<file path="src/rtl/dqpi_pkg.sv">
// ----------------------------------------------------------------------------
// dqpi_pkg
// shared widths, register indexes and saturation helper for the dq current loop
// ----------------------------------------------------------------------------
`default_nettype none

package dqpi_pkg;

  localparam int unsigned DataW  = 32;   // signal width, signed Q16.16
  localparam int unsigned GainW  = 32;   // gain width, unsigned Q8.24
  localparam int unsigned LimW   = 31;   // current limit width
  localparam int unsigned MulW   = 33;   // multiplier operand width
  localparam int unsigned ProdW  = 2 * MulW;
  localparam int unsigned WideW  = 48;   // widest value fed to saturation
  localparam int unsigned CfgIdxW = 2;

  // configuration register indexes
  localparam logic [CfgIdxW-1:0] CFG_PROP_GAIN  = 2'd0;
  localparam logic [CfgIdxW-1:0] CFG_INTEG_GAIN = 2'd1;
  localparam logic [CfgIdxW-1:0] CFG_FILTER_IND = 2'd2;
  localparam logic [CfgIdxW-1:0] CFG_CURR_LIMIT = 2'd3;

  localparam logic signed [WideW-1:0] WIDE_MAX = 48'sh0000_7FFF_FFFF;
  localparam logic signed [WideW-1:0] WIDE_MIN = 48'shFFFF_8000_0000;

  // saturate to signed 32 bits
  function automatic logic signed [DataW-1:0] sat32(input logic signed [WideW-1:0] v);
    logic signed [DataW-1:0] r;
    if (v > WIDE_MAX) begin
      r = 32'sh7FFF_FFFF;
    end else if (v < WIDE_MIN) begin
      r = 32'sh8000_0000;
    end else begin
      r = v[DataW-1:0];
    end
    return r;
  endfunction

endpackage

`default_nettype wire

</file>
<file path="src/rtl/dq_current_pi_loop.sv">
// ----------------------------------------------------------------------------
// dq_current_pi_loop
// dq-frame current pi controller with cross-coupling decoupling feedforward
// ----------------------------------------------------------------------------
// each request takes seven products, one per sequencer step, that all go
// through the single 33x33 multiplier; a new request is taken only when the
// sequencer is back in idle
// the result register frees the input side: a new request is taken while
// the previous result still waits; the last step holds until it is taken
// reset: async active low, clears state, config registers, integrators and output valid
// ----------------------------------------------------------------------------
`default_nettype none

module dq_current_pi_loop
  import dqpi_pkg::*;
(
  input  wire logic                 clk_i,
  input  wire logic                 rst_ni,
  // config write port
  input  wire logic                 cfg_we_i,
  input  wire logic [CfgIdxW-1:0]   cfg_idx_i,
  input  wire logic [GainW-1:0]     cfg_data_i,
  // input request stream
  input  wire logic                 s_axis_tvalid,
  output logic                      s_axis_tready,
  // tdata: ref_d, ref_q, meas_d, meas_q, cap_volt_d, cap_volt_q, angular_freq
  input  wire logic [7*DataW-1:0]   s_axis_tdata,
  // tuser: enable
  input  wire logic [0:0]           s_axis_tuser,
  // result stream
  output logic                      m_axis_tvalid,
  input  wire logic                 m_axis_tready,
  // tdata: drive_d, drive_q
  output logic [2*DataW-1:0]        m_axis_tdata
);

  // sequencer step codes
  localparam logic [3:0] ST_IDLE  = 4'd0;
  localparam logic [3:0] ST_ERR   = 4'd1;  // errors, issue omega*L
  localparam logic [3:0] ST_REACT = 4'd2;  // reactance, issue err_d*ki
  localparam logic [3:0] ST_INTD  = 4'd3;  // integ_d, issue x*meas_q
  localparam logic [3:0] ST_CRSD  = 4'd4;  // feedforward d, issue x*meas_d
  localparam logic [3:0] ST_CRSQ  = 4'd5;  // feedforward q, issue err_q*ki
  localparam logic [3:0] ST_INTQ  = 4'd6;  // integ_q, issue err_d*kp
  localparam logic [3:0] ST_SUMD  = 4'd7;  // pi sum d, issue err_q*kp
  localparam logic [3:0] ST_SUMQ  = 4'd8;  // pi sum q, final d
  localparam logic [3:0] ST_DONE  = 4'd9;  // final q, hand to output

  localparam int unsigned SumW = 42;

  logic [3:0] state_q, state_d;

  // config registers
  logic [GainW-1:0] kp_q, ki_q, ind_q;
  logic [LimW-1:0]  lim_q;

  // latched request
  logic                    en_q;
  logic signed [DataW-1:0] ref_d_q, ref_q_q, meas_d_q, meas_q_q;
  logic signed [DataW-1:0] cap_d_q, cap_q_q, omega_q;

  // working registers
  logic signed [DataW-1:0] err_d_q, err_q_q, react_q;
  logic signed [DataW-1:0] integ_d_q, integ_q_q;
  logic signed [DataW:0]   ff_d_q, ff_q_q;
  logic signed [SumW-1:0]  sum_d_q, sum_q_q;
  logic signed [DataW-1:0] res_d_q;
  logic signed [ProdW-1:0] prod_q;

  logic                    out_valid_q;
  logic [2*DataW-1:0]      out_data_q;

  logic take_in;
  logic out_free;
  logic done_go;

  assign take_in  = s_axis_tvalid && s_axis_tready;
  assign out_free = !out_valid_q || m_axis_tready;
  assign done_go  = (state_q == ST_DONE) && out_free;

  assign s_axis_tready = (state_q == ST_IDLE);
  assign m_axis_tvalid = out_valid_q;
  assign m_axis_tdata  = out_data_q;

  // --------------------------------------------------------------------------
  // error path: reference clamp, subtract, saturate (both axes at once)
  // --------------------------------------------------------------------------
  function automatic logic signed [DataW-1:0] axis_err(
    input logic signed [DataW-1:0] r,
    input logic signed [DataW-1:0] m,
    input logic [LimW-1:0]         lim
  );
    logic signed [DataW:0]   lim_p, lim_n, rw, cl;
    logic signed [DataW+1:0] e;
    lim_p = $signed({2'b00, lim});
    lim_n = -lim_p;
    rw    = {r[DataW-1], r};
    if (rw > lim_p) begin
      cl = lim_p;
    end else if (rw < lim_n) begin
      cl = lim_n;
    end else begin
      cl = rw;
    end
    e = {cl[DataW], cl} - {{2{m[DataW-1]}}, m};
    return sat32({{(WideW-DataW-2){e[DataW+1]}}, e});
  endfunction

  // --------------------------------------------------------------------------
  // shared multiplier operand select; product registered every cycle
  // --------------------------------------------------------------------------
  logic signed [MulW-1:0] mul_a, mul_b;

  always_comb begin
    mul_a = '0;
    mul_b = '0;
    unique case (state_q)
      ST_ERR: begin
        mul_a = {omega_q[DataW-1], omega_q};
        mul_b = $signed({1'b0, ind_q});
      end
      ST_REACT: begin
        mul_a = {err_d_q[DataW-1], err_d_q};
        mul_b = $signed({1'b0, ki_q});
      end
      ST_INTD: begin
        mul_a = {react_q[DataW-1], react_q};
        mul_b = {meas_q_q[DataW-1], meas_q_q};
      end
      ST_CRSD: begin
        mul_a = {react_q[DataW-1], react_q};
        mul_b = {meas_d_q[DataW-1], meas_d_q};
      end
      ST_CRSQ: begin
        mul_a = {err_q_q[DataW-1], err_q_q};
        mul_b = $signed({1'b0, ki_q});
      end
      ST_INTQ: begin
        mul_a = {err_d_q[DataW-1], err_d_q};
        mul_b = $signed({1'b0, kp_q});
      end
      ST_SUMD: begin
        mul_a = {err_q_q[DataW-1], err_q_q};
        mul_b = $signed({1'b0, kp_q});
      end
      default: begin
        mul_a = '0;
        mul_b = '0;
      end
    endcase
  end

  // product views: gain products drop 24 fraction bits, current products 16
  logic signed [SumW-1:0]  prod_g;
  logic signed [WideW-1:0] prod_c;
  assign prod_g = prod_q[ProdW-1:24];
  assign prod_c = prod_q[63:16];

  // --------------------------------------------------------------------------
  // sequencer
  // --------------------------------------------------------------------------
  always_comb begin
    state_d = state_q;
    unique case (state_q)
      ST_IDLE:  if (take_in) state_d = ST_ERR;
      ST_ERR:   state_d = ST_REACT;
      ST_REACT: state_d = ST_INTD;
      ST_INTD:  state_d = ST_CRSD;
      ST_CRSD:  state_d = ST_CRSQ;
      ST_CRSQ:  state_d = ST_INTQ;
      ST_INTQ:  state_d = ST_SUMD;
      ST_SUMD:  state_d = ST_SUMQ;
      ST_SUMQ:  state_d = ST_DONE;
      ST_DONE:  if (out_free) state_d = ST_IDLE;
      default:  state_d = ST_IDLE;
    endcase
  end

  logic signed [SumW-1:0]   integ_sum;
  logic signed [DataW-1:0]  integ_sel;
  logic signed [DataW-1:0]  cross_v;
  logic signed [SumW:0]     fin_d, fin_q;

  assign integ_sel = (state_q == ST_INTD) ? integ_d_q : integ_q_q;
  assign integ_sum = prod_g + {{(SumW-DataW){integ_sel[DataW-1]}}, integ_sel};
  assign cross_v   = sat32(prod_c);
  assign fin_d     = {sum_d_q[SumW-1], sum_d_q}
                   + {{(SumW-DataW){ff_d_q[DataW]}}, ff_d_q};
  assign fin_q     = {sum_q_q[SumW-1], sum_q_q}
                   + {{(SumW-DataW){ff_q_q[DataW]}}, ff_q_q};

  // control and state registers
  always_ff @(posedge clk_i or negedge rst_ni) begin
    if (!rst_ni) begin
      state_q     <= ST_IDLE;
      out_valid_q <= 1'b0;
      kp_q        <= '0;
      ki_q        <= '0;
      ind_q       <= '0;
      lim_q       <= '0;
      integ_d_q   <= '0;
      integ_q_q   <= '0;
    end else begin
      state_q <= state_d;

      if (cfg_we_i) begin
        unique case (cfg_idx_i)
          CFG_PROP_GAIN:  kp_q  <= cfg_data_i;
          CFG_INTEG_GAIN: ki_q  <= cfg_data_i;
          CFG_FILTER_IND: ind_q <= cfg_data_i;
          CFG_CURR_LIMIT: lim_q <= cfg_data_i[LimW-1:0];
          default: ;
        endcase
      end

      if (state_q == ST_INTD) begin
        integ_d_q <= sat32({{(WideW-SumW){integ_sum[SumW-1]}}, integ_sum});
      end
      if (state_q == ST_INTQ) begin
        integ_q_q <= sat32({{(WideW-SumW){integ_sum[SumW-1]}}, integ_sum});
      end

      // output register
      if (done_go) begin
        out_valid_q <= 1'b1;
        // disabled tick: result already used the updated integrators
        if (!en_q) begin
          integ_d_q <= '0;
          integ_q_q <= '0;
        end
      end else if (m_axis_tready) begin
        out_valid_q <= 1'b0;
      end
    end
  end

  // payload registers
  always_ff @(posedge clk_i) begin
    prod_q <= mul_a * mul_b;

    if (take_in) begin
      en_q     <= s_axis_tuser[0];
      ref_d_q  <= s_axis_tdata[0*DataW +: DataW];
      ref_q_q  <= s_axis_tdata[1*DataW +: DataW];
      meas_d_q <= s_axis_tdata[2*DataW +: DataW];
      meas_q_q <= s_axis_tdata[3*DataW +: DataW];
      cap_d_q  <= s_axis_tdata[4*DataW +: DataW];
      cap_q_q  <= s_axis_tdata[5*DataW +: DataW];
      omega_q  <= s_axis_tdata[6*DataW +: DataW];
    end

    if (state_q == ST_ERR) begin
      err_d_q <= axis_err(ref_d_q, meas_d_q, lim_q);
      err_q_q <= axis_err(ref_q_q, meas_q_q, lim_q);
    end

    if (state_q == ST_REACT) begin
      react_q <= sat32({{(WideW-SumW){prod_g[SumW-1]}}, prod_g});
    end

    // feedforward: cap voltage minus / plus the cross term
    if (state_q == ST_CRSD) begin
      ff_d_q <= {cap_d_q[DataW-1], cap_d_q} - {cross_v[DataW-1], cross_v};
    end
    if (state_q == ST_CRSQ) begin
      ff_q_q <= {cap_q_q[DataW-1], cap_q_q} + {cross_v[DataW-1], cross_v};
    end

    if (state_q == ST_SUMD) begin
      sum_d_q <= prod_g + {{(SumW-DataW){integ_d_q[DataW-1]}}, integ_d_q};
    end
    if (state_q == ST_SUMQ) begin
      sum_q_q <= prod_g + {{(SumW-DataW){integ_q_q[DataW-1]}}, integ_q_q};
      res_d_q <= sat32({{(WideW-SumW-1){fin_d[SumW]}}, fin_d});
    end

    if (done_go) begin
      out_data_q <= {sat32({{(WideW-SumW-1){fin_q[SumW]}}, fin_q}), res_d_q};
    end
  end

  // --------------------------------------------------------------------------
  // assertions
  // --------------------------------------------------------------------------

  // no request is taken while the sequencer works on one
  a_no_take_busy: assert property (@(posedge clk_i) disable iff (!rst_ni)
    (state_q != ST_IDLE) |-> !take_in)
    else $error("request accepted while busy");

  // a new result only appears from the final step
  a_valid_from_done: assert property (@(posedge clk_i) disable iff (!rst_ni)
    $rose(m_axis_tvalid) |-> ($past(state_q) == ST_DONE))
    else $error("result valid without finishing a request");

  // a disabled tick leaves both integrators cleared
  a_disable_clears: assert property (@(posedge clk_i) disable iff (!rst_ni)
    (done_go && !en_q) |=> (integ_d_q == '0) && (integ_q_q == '0))
    else $error("integrators not cleared after disabled tick");

  // a finished result never overwrites one still waiting
  a_no_overrun: assert property (@(posedge clk_i) disable iff (!rst_ni)
    (out_valid_q && !m_axis_tready) |=> $stable(out_data_q))
    else $error("pending result overwritten");

endmodule

`default_nettype wire

</file>
<file path="config.mk">
export PLATFORM = sky130hd
export DESIGN_NAME = dq_current_pi_loop
export DESIGN_NICKNAME = d
export VERILOG_FILES = /design/src/rtl/dqpi_pkg.sv /design/src/rtl/dq_current_pi_loop.sv
export SDC_FILE = /design/constraint.sdc
export NUM_CORES = 2
export LEC_CHECK = 0
export BUFFER_PORTS_ARGS = -buffer_cell sky130_fd_sc_hd__buf_2
export CORE_ASPECT_RATIO = 0.8
export CORE_UTILIZATION = 55
export DETAILED_ROUTE_END_ITERATION = 16
export PLACE_DENSITY = 0.75
export SLEW_MARGIN = 10
export SYNTH_ARGS = -nofsm -noshare
export SYNTH_HDL_FRONTEND = slang
export SYNTH_SLANG_ARGS = --single-unit
</file>
<file path="constraint.sdc">
create_clock -name clk_i -period 12 [get_ports clk_i]
set_clock_uncertainty 0.15 [all_clocks]
set_input_delay 2.4 -clock clk_i [delete_from_list [all_inputs] [get_ports clk_i]]
set_output_delay 2.4 -clock clk_i [all_outputs]
set_load 0.02 [all_outputs]
</file>
Word-level counts from Yosys, hierarchy flattened
Index checks and enable logic that the tools add are counted.
{"block": "totals", "output_inout_bits": 66, "ff_bits": 829, "inputBits": 264, "elab_cells": 116}
{"block": "classes", "n_reduce_logical": 17, "n_eq_ne": 14, "mux": 29, "n_mul": 1, "n_lt_le_gt_ge": 18, "addsub": 10}
{"op": "$mux W32", "count": 16}
{"op": "$mux W33", "count": 6}
{"op": "$pmux W33 S5", "count": 1}
{"op": "$pmux W33 S4", "count": 1}
{"op": "$add A42 B42 Y42", "count": 3}
{"op": "$add A42 B33 Y43", "count": 2}
{"op": "$gt A43 B32 Y1 const B", "count": 2}
{"op": "$lt A43 B32 Y1 const B", "count": 2}
{"op": "$gt A42 B32 Y1 const B", "count": 2}
{"op": "$lt A42 B32 Y1 const B", "count": 2}
{"op": "$gt A34 B32 Y1 const B", "count": 2}
{"op": "$lt A34 B32 Y1 const B", "count": 2}
{"op": "$sub A33 B32 Y34", "count": 2}
{"op": "$lt A32 B33 Y1", "count": 2}
{"op": "$mul A33 B33 Y66", "count": 1}
{"op": "$gt A32 B32 Y1", "count": 2}
{"op": "$gt A48 B32 Y1 const B", "count": 1}
{"op": "$lt A48 B32 Y1 const B", "count": 1}
{"op": "$pmux W4 S10", "count": 1}
{"op": "$add A32 B32 Y33", "count": 1}
{"op": "$neg A31 Y33", "count": 1}
{"op": "$sub A32 B32 Y33", "count": 1}
{"op": "$eq A4 B3 Y1 const B", "count": 4}
{"op": "$reduce_and A2 Y1", "count": 5}
{"op": "16 further kinds", "count": 26}

Depth between registers and ports, before layout
{"block": "depth", "ltp_word": 9, "ltp_mapped": 39, "depth_no_buf": 37}

Worst setup path after synthesis
OpenSTA, ideal clock, no wires.
{"block": "synth_path", "path_kind": "reg2reg", "from": "register state_q[3]", "to": "register prod_q[61]", "slack_ns": 0.052, "period_less_slack_ns": 11.948, "setup_ns": 0.072, "arrival_ns": 11.725, "n_path_buf": 6, "stages_incl_launch_ff": 35, "t_required_ns": 11.778, "cell_sequence": "dfrtp_1 buf_2 clkbuf_1 nor3_1 clkbuf_1 clkbuf_1 buf_1 a22oi_1 nand3_1 clkbuf_1 nand2_1 fa_1 inv_1 fa_1 fa_1 fa_1 inv_1 fa_1 inv_1 fa_1 fa_1 inv_1 fa_1 inv_1 ha_1 inv_1 o21bai_1 a21oi_1 o21bai_1 a21o_1 a21o_1 a21oi_1 o41ai_4 a221oi_1 xnor2_1"}
{"block": "synth_between", "elab_chain_cells": 4, "elab_cells_between_ends": 15, "cone_classes": "1 x mul; 7 x eq/ne; 2 x mux; 5 x reduce/logical"}
{"element": "start: declaration", "line_no": "dq_current_pi_loop.sv:51", "source": "logic [3:0] state_q, state_d;"}
{"element": "start signal: assignment", "line_no": "dq_current_pi_loop.sv:204", "source": "state_q <= state_d;"}
{"element": "$eq A4 B3 Y1 / $eq A4 B2 Y1 (equally long branches)", "line_no": "dq_current_pi_loop.sv:117", "source": "unique case (state_q)"}
{"element": "$reduce_or A2 Y1 (no source line)"}
{"element": "$pmux W33 S5 / $pmux W33 S4 (equally long branches)", "line_no": "dq_current_pi_loop.sv:117"}
{"element": "$mul A33 B33 Y66 (*)", "line_no": "dq_current_pi_loop.sv:239", "source": "prod_q <= mul_a * mul_b;"}
{"element": "end signal: assignment", "line_no": "dq_current_pi_loop.sv:239"}
{"element": "end: declaration", "line_no": "dq_current_pi_loop.sv:68", "source": "logic signed [ProdW-1:0] prod_q;"}
Mark *: on every way between the ends. The rest lies on a longest branch, timed or not.
A chain may end at the register's enable or synchronous reset.

Final worst setup path
{"block": "layout_path", "from": "register state_q[1]", "to": "register prod_q[61]"}
Same word-level chain as after synthesis.

==> summary.md <==
| Metric | Value |
|---|---|
| Final setup violation count | `0` |
| Status | `finished clean` |
| Clock sink count | `813` |
| Final Max Slew Viols | `0` |
| Crit end category | `flip-flop` |
| Syn_nets | `11.2k` |
| Worst setup path category | `reg2reg` |
| DR pass1 iterations | `6` |
| Worst hold endpoint | `m_axis_tdata[3]` |
| Max_slew headroom | `0.117` |
| Largest family of logic cells by synthesized area | `adder cells` |
| CP required | `12440 ps` |
| Dpl hpwl | `254 mm` |
| Slowest cell on crit path | `nor2_2` |
| Post-Synth XOR/XNOR Area | `0.0387` |
| Post-synthesis async set-or-reset flop share | `0.241` |
| Vias after detailed routing | `71.0k` |
| DR WL/cell | `27.1 µm` |
| CTS tree | `yes` |
| R2R Path Start | `state_q[1]` |
| Die X | `449 µm` |
| Synth warnings | `0` |
| Most common cell after layout, fill and taps aside | `inv_1` |
| Layout cells sized above 1 | `0.0902` |
| Initial antenna violation count | `8` |
| Mux share of post-synthesis cell area | `0.0230` |
| R2R Path End | `prod_q[61]` |
| Synth Instances | `9154` |
| Area Growth Syn to Fin | `8.14%` |
| Hold Path Cell Cnt | `0` |
| Most frequent cell on the critical path | `fa_1` |
| Routed vias/inst | `6.16` |
| Register bit total from synthesis | `813` |
| Post-cts sizing count | `0` |
| Total grt overflow | `0` |
| Max cap viols | `0` |
| # nets final | `11.4k` |
| Clock buffer depth | `3` |
| Largest net degree at the start of global routing | `86` |
| Synth Area in Adders | `0.353` |
| Slew @ Worst Pin | `1320 ps` |
| HP Class | `reg2reg` |
| Seq/Total Area, Yosys | `0.261` |
| Simple-gate share of the synthesized area | `0.129` |
| Total Wirelength | `312 mm` |
| Max Clk Rate | `89.5 MHz` |
| Input/output buffers | `329` |
| Worst path max stage delay | `940 ps` |
| Reg clk slew, reported paths | `70 ps` |
| Die Area | `162000 µm²` |
| Final hold violation count | `0` |
| Core Area | `158000 µm²` |
| Syn avg cell area | `9.61 µm²` |
| Netlist cell types | `100` |
| Setup bufs post-CTS | `0` |
| Data arrival, critical path | `11610 ps` |
| CTS root buffer | `clkbuf_16` |
| Beginning of the worst hold path | `res_d_q[3]` |
| Crit path from | `state_q[1]` |
| RSZ-0062 raised after global routing | `no` |
| Mapped Area | `88000 µm²` |
| Residual DRC count | `0` |
| Setup TNS | `0 ps` |
| Die Height | `360 µm` |
| CP startpoint kind | `flip-flop` |
| Initial Util | `0.557` |
| Final ANT Viol Nets | `0` |
| Vias in the first global route | `71.2k` |
| Row count | `130` |
| R2r worst-path depth | `28` |
| H-tree depth | `3` |
| Main flop type after synthesis | `edfxtp_1` |
| Routability cong. | `1.11` |
| First-pass GRT wire length | `459 mm` |
| Reg2Reg Setup Slack | `830 ps` |
| Max FO, Critical Path | `22` |
| Synth Area in Compound Gates | `0.121` |
| Most frequent cells in the layout | `inv_1, nand2_1, fa_1` |
| Cts hold-fix bufs | `0` |
| Initial DRC Count | `8167` |
| Min cycle time layout | `11170 ps` |
| Gr usage total | `0.385` |
| Period utilisation layout | `0.931` |
| Post-synth EDFFs | `567` |
| # IOs | `330` |
| Cts bufs inserted | `84` |
| Worst-skew pair later-pin latency | `760 ps` |
==> critical path, delay by kind of cell, from the launching register on <==
family	cells	cell delay, ps
AOI/OAI and AO/OA	5	1300
DFF	1	810
buffers and inverters	7	730
xor gates and xnor gates	1	140
and+or+nand+nor	6	2960
adders and majority gates	9	4890
==> kinds of logic (layout without fill, tap and decap cells) <==
family                   Yosys count  count (layout)
adder cells (fa/ha/maj)         1806            1806
buffers and inverters           1748            2004
flip-flops                       813             813
AND/OR/NAND/NOR                 2547            2547
AO/OA/AOI/OAI                   1668            1668
XOR/XNOR                         387             387
other                              0               3
multiplexers                     185             185
==> cell usage after synthesis, types with 24 or more instances <==
| library cell | count | area share |
|---|---|---|
| inv_1 | 1360 | 0.058 |
| nand2_1 | 1132 | 0.048 |
| fa_1 | 1130 | 0.26 |
| nor2_1 | 694 | 0.030 |
| ha_1 | 676 | 0.096 |
| edfxtp_1 | 567 | 0.19 |
| a21oi_1 | 463 | 0.026 |
| clkbuf_1 | 352 | 0.015 |
| o21ai_0 | 342 | 0.019 |
| xnor2_1 | 263 | 0.026 |
| a21o_1 | 250 | 0.021 |
| dfrtp_1 | 196 | 0.056 |
| mux2_2 | 136 | 0.017 |
| nand4_1 | 134 | 0.0095 |
| xor2_1 | 123 | 0.012 |
| o21a_1 | 111 | 0.0095 |
| nand3_1 | 100 | 0.0057 |
| nand2b_1 | 83 | 0.0059 |
| nor3_1 | 82 | 0.0047 |
| o21ai_1 | 68 | 0.0039 |
| nor2b_1 | 66 | 0.0047 |
| o21bai_1 | 62 | 0.0053 |
| and4_1 | 52 | 0.0052 |
| dfxtp_1 | 50 | 0.011 |
| and3_1 | 49 | 0.0035 |
| mux2i_1 | 49 | 0.0056 |
| a31oi_1 | 48 | 0.0034 |
| a22oi_1 | 46 | 0.0039 |
| and2_1 | 37 | 0.0026 |
| o211ai_1 | 36 | 0.0031 |
| or3_1 | 28 | 0.0020 |
| a211oi_1 | 27 | 0.0023 |
| or2_2 | 26 | 0.0018 |
| o31ai_1 | 25 | 0.0021 |
| nor4_1 | 24 | 0.0017 |
==> per-stage QoR <==
| stage | std cells | util | hold WS [ps] | worst slack (ps) | area, µm² |
|---|---|---|---|---|---|
| after global routing | 11500 | 0.603 | 275 | 390 | 95200 |
| after CTS | 11500 | 0.603 | 267 | 1040 | 95200 |
| after floorplan | 9154 | - | 250 | 52.3 | 88000 |
| after global placement | 11400 | 0.584 | 254 | 1150 | 92300 |
| final | 11500 | 0.603 | 270 | 826 | 95200 |
| after detailed placement | 11400 | 0.584 | 255 | 1100 | 92300 |
==> final cells by class <==
cell class	count	area, µm²
Fill cell	13300	62800
Multi-Input combinational cell	6593	58700
Sequential cell	813	22900
Inverter	1360	5100
Timing Repair Buffer	487	2850
Tap cell	2112	2640
Clock buffer	99	2200
Clock inverter	58	683
Antenna cell	3	7.51
==> routing by layer <==
layer | global-route usage | part of all wire
met3 | 0.161 | 0.14
met5 | 0.0233 | 0.0018
met4 | 0.160 | 0.053
met2 | 0.555 | 0.41
met1 | 0.507 | 0.39
==> worst max-delay path by stage <==
| stage | depth (start not counted) | endpoint |
|---|---|---|
| floorplan | 34 | prod_q[61] |
| global placement | 28 | prod_q[61] |
| detailed placement | 30 | prod_q[61] |
| CTS | 30 | prod_q[61] |
| global route | 30 | prod_q[61] |
| finish | 28 | prod_q[61] |
==> registers in the layout, summed over array words and instances (netlist names), 31 cells and up <==
register      count
integ_d_q        32
cap_q_q          32
prod_q           50
integ_q_q        32
ff_q_q           33
sum_d_q          42
cap_d_q          32
ind_q            32
ki_q             32
meas_d_q         32
meas_q_q         32
ff_d_q           33
ref_d_q          32
omega_q          32
res_d_q          32
ref_q_q          32
m_axis_tdata     64
lim_q            31
err_d_q          32
kp_q             32
react_q          32
sum_q_q          42
err_q_q          32
Power is left out: the tool's default activity adds up to more than one toggle a clock period on the data nets, which glitch-free logic cannot reach.
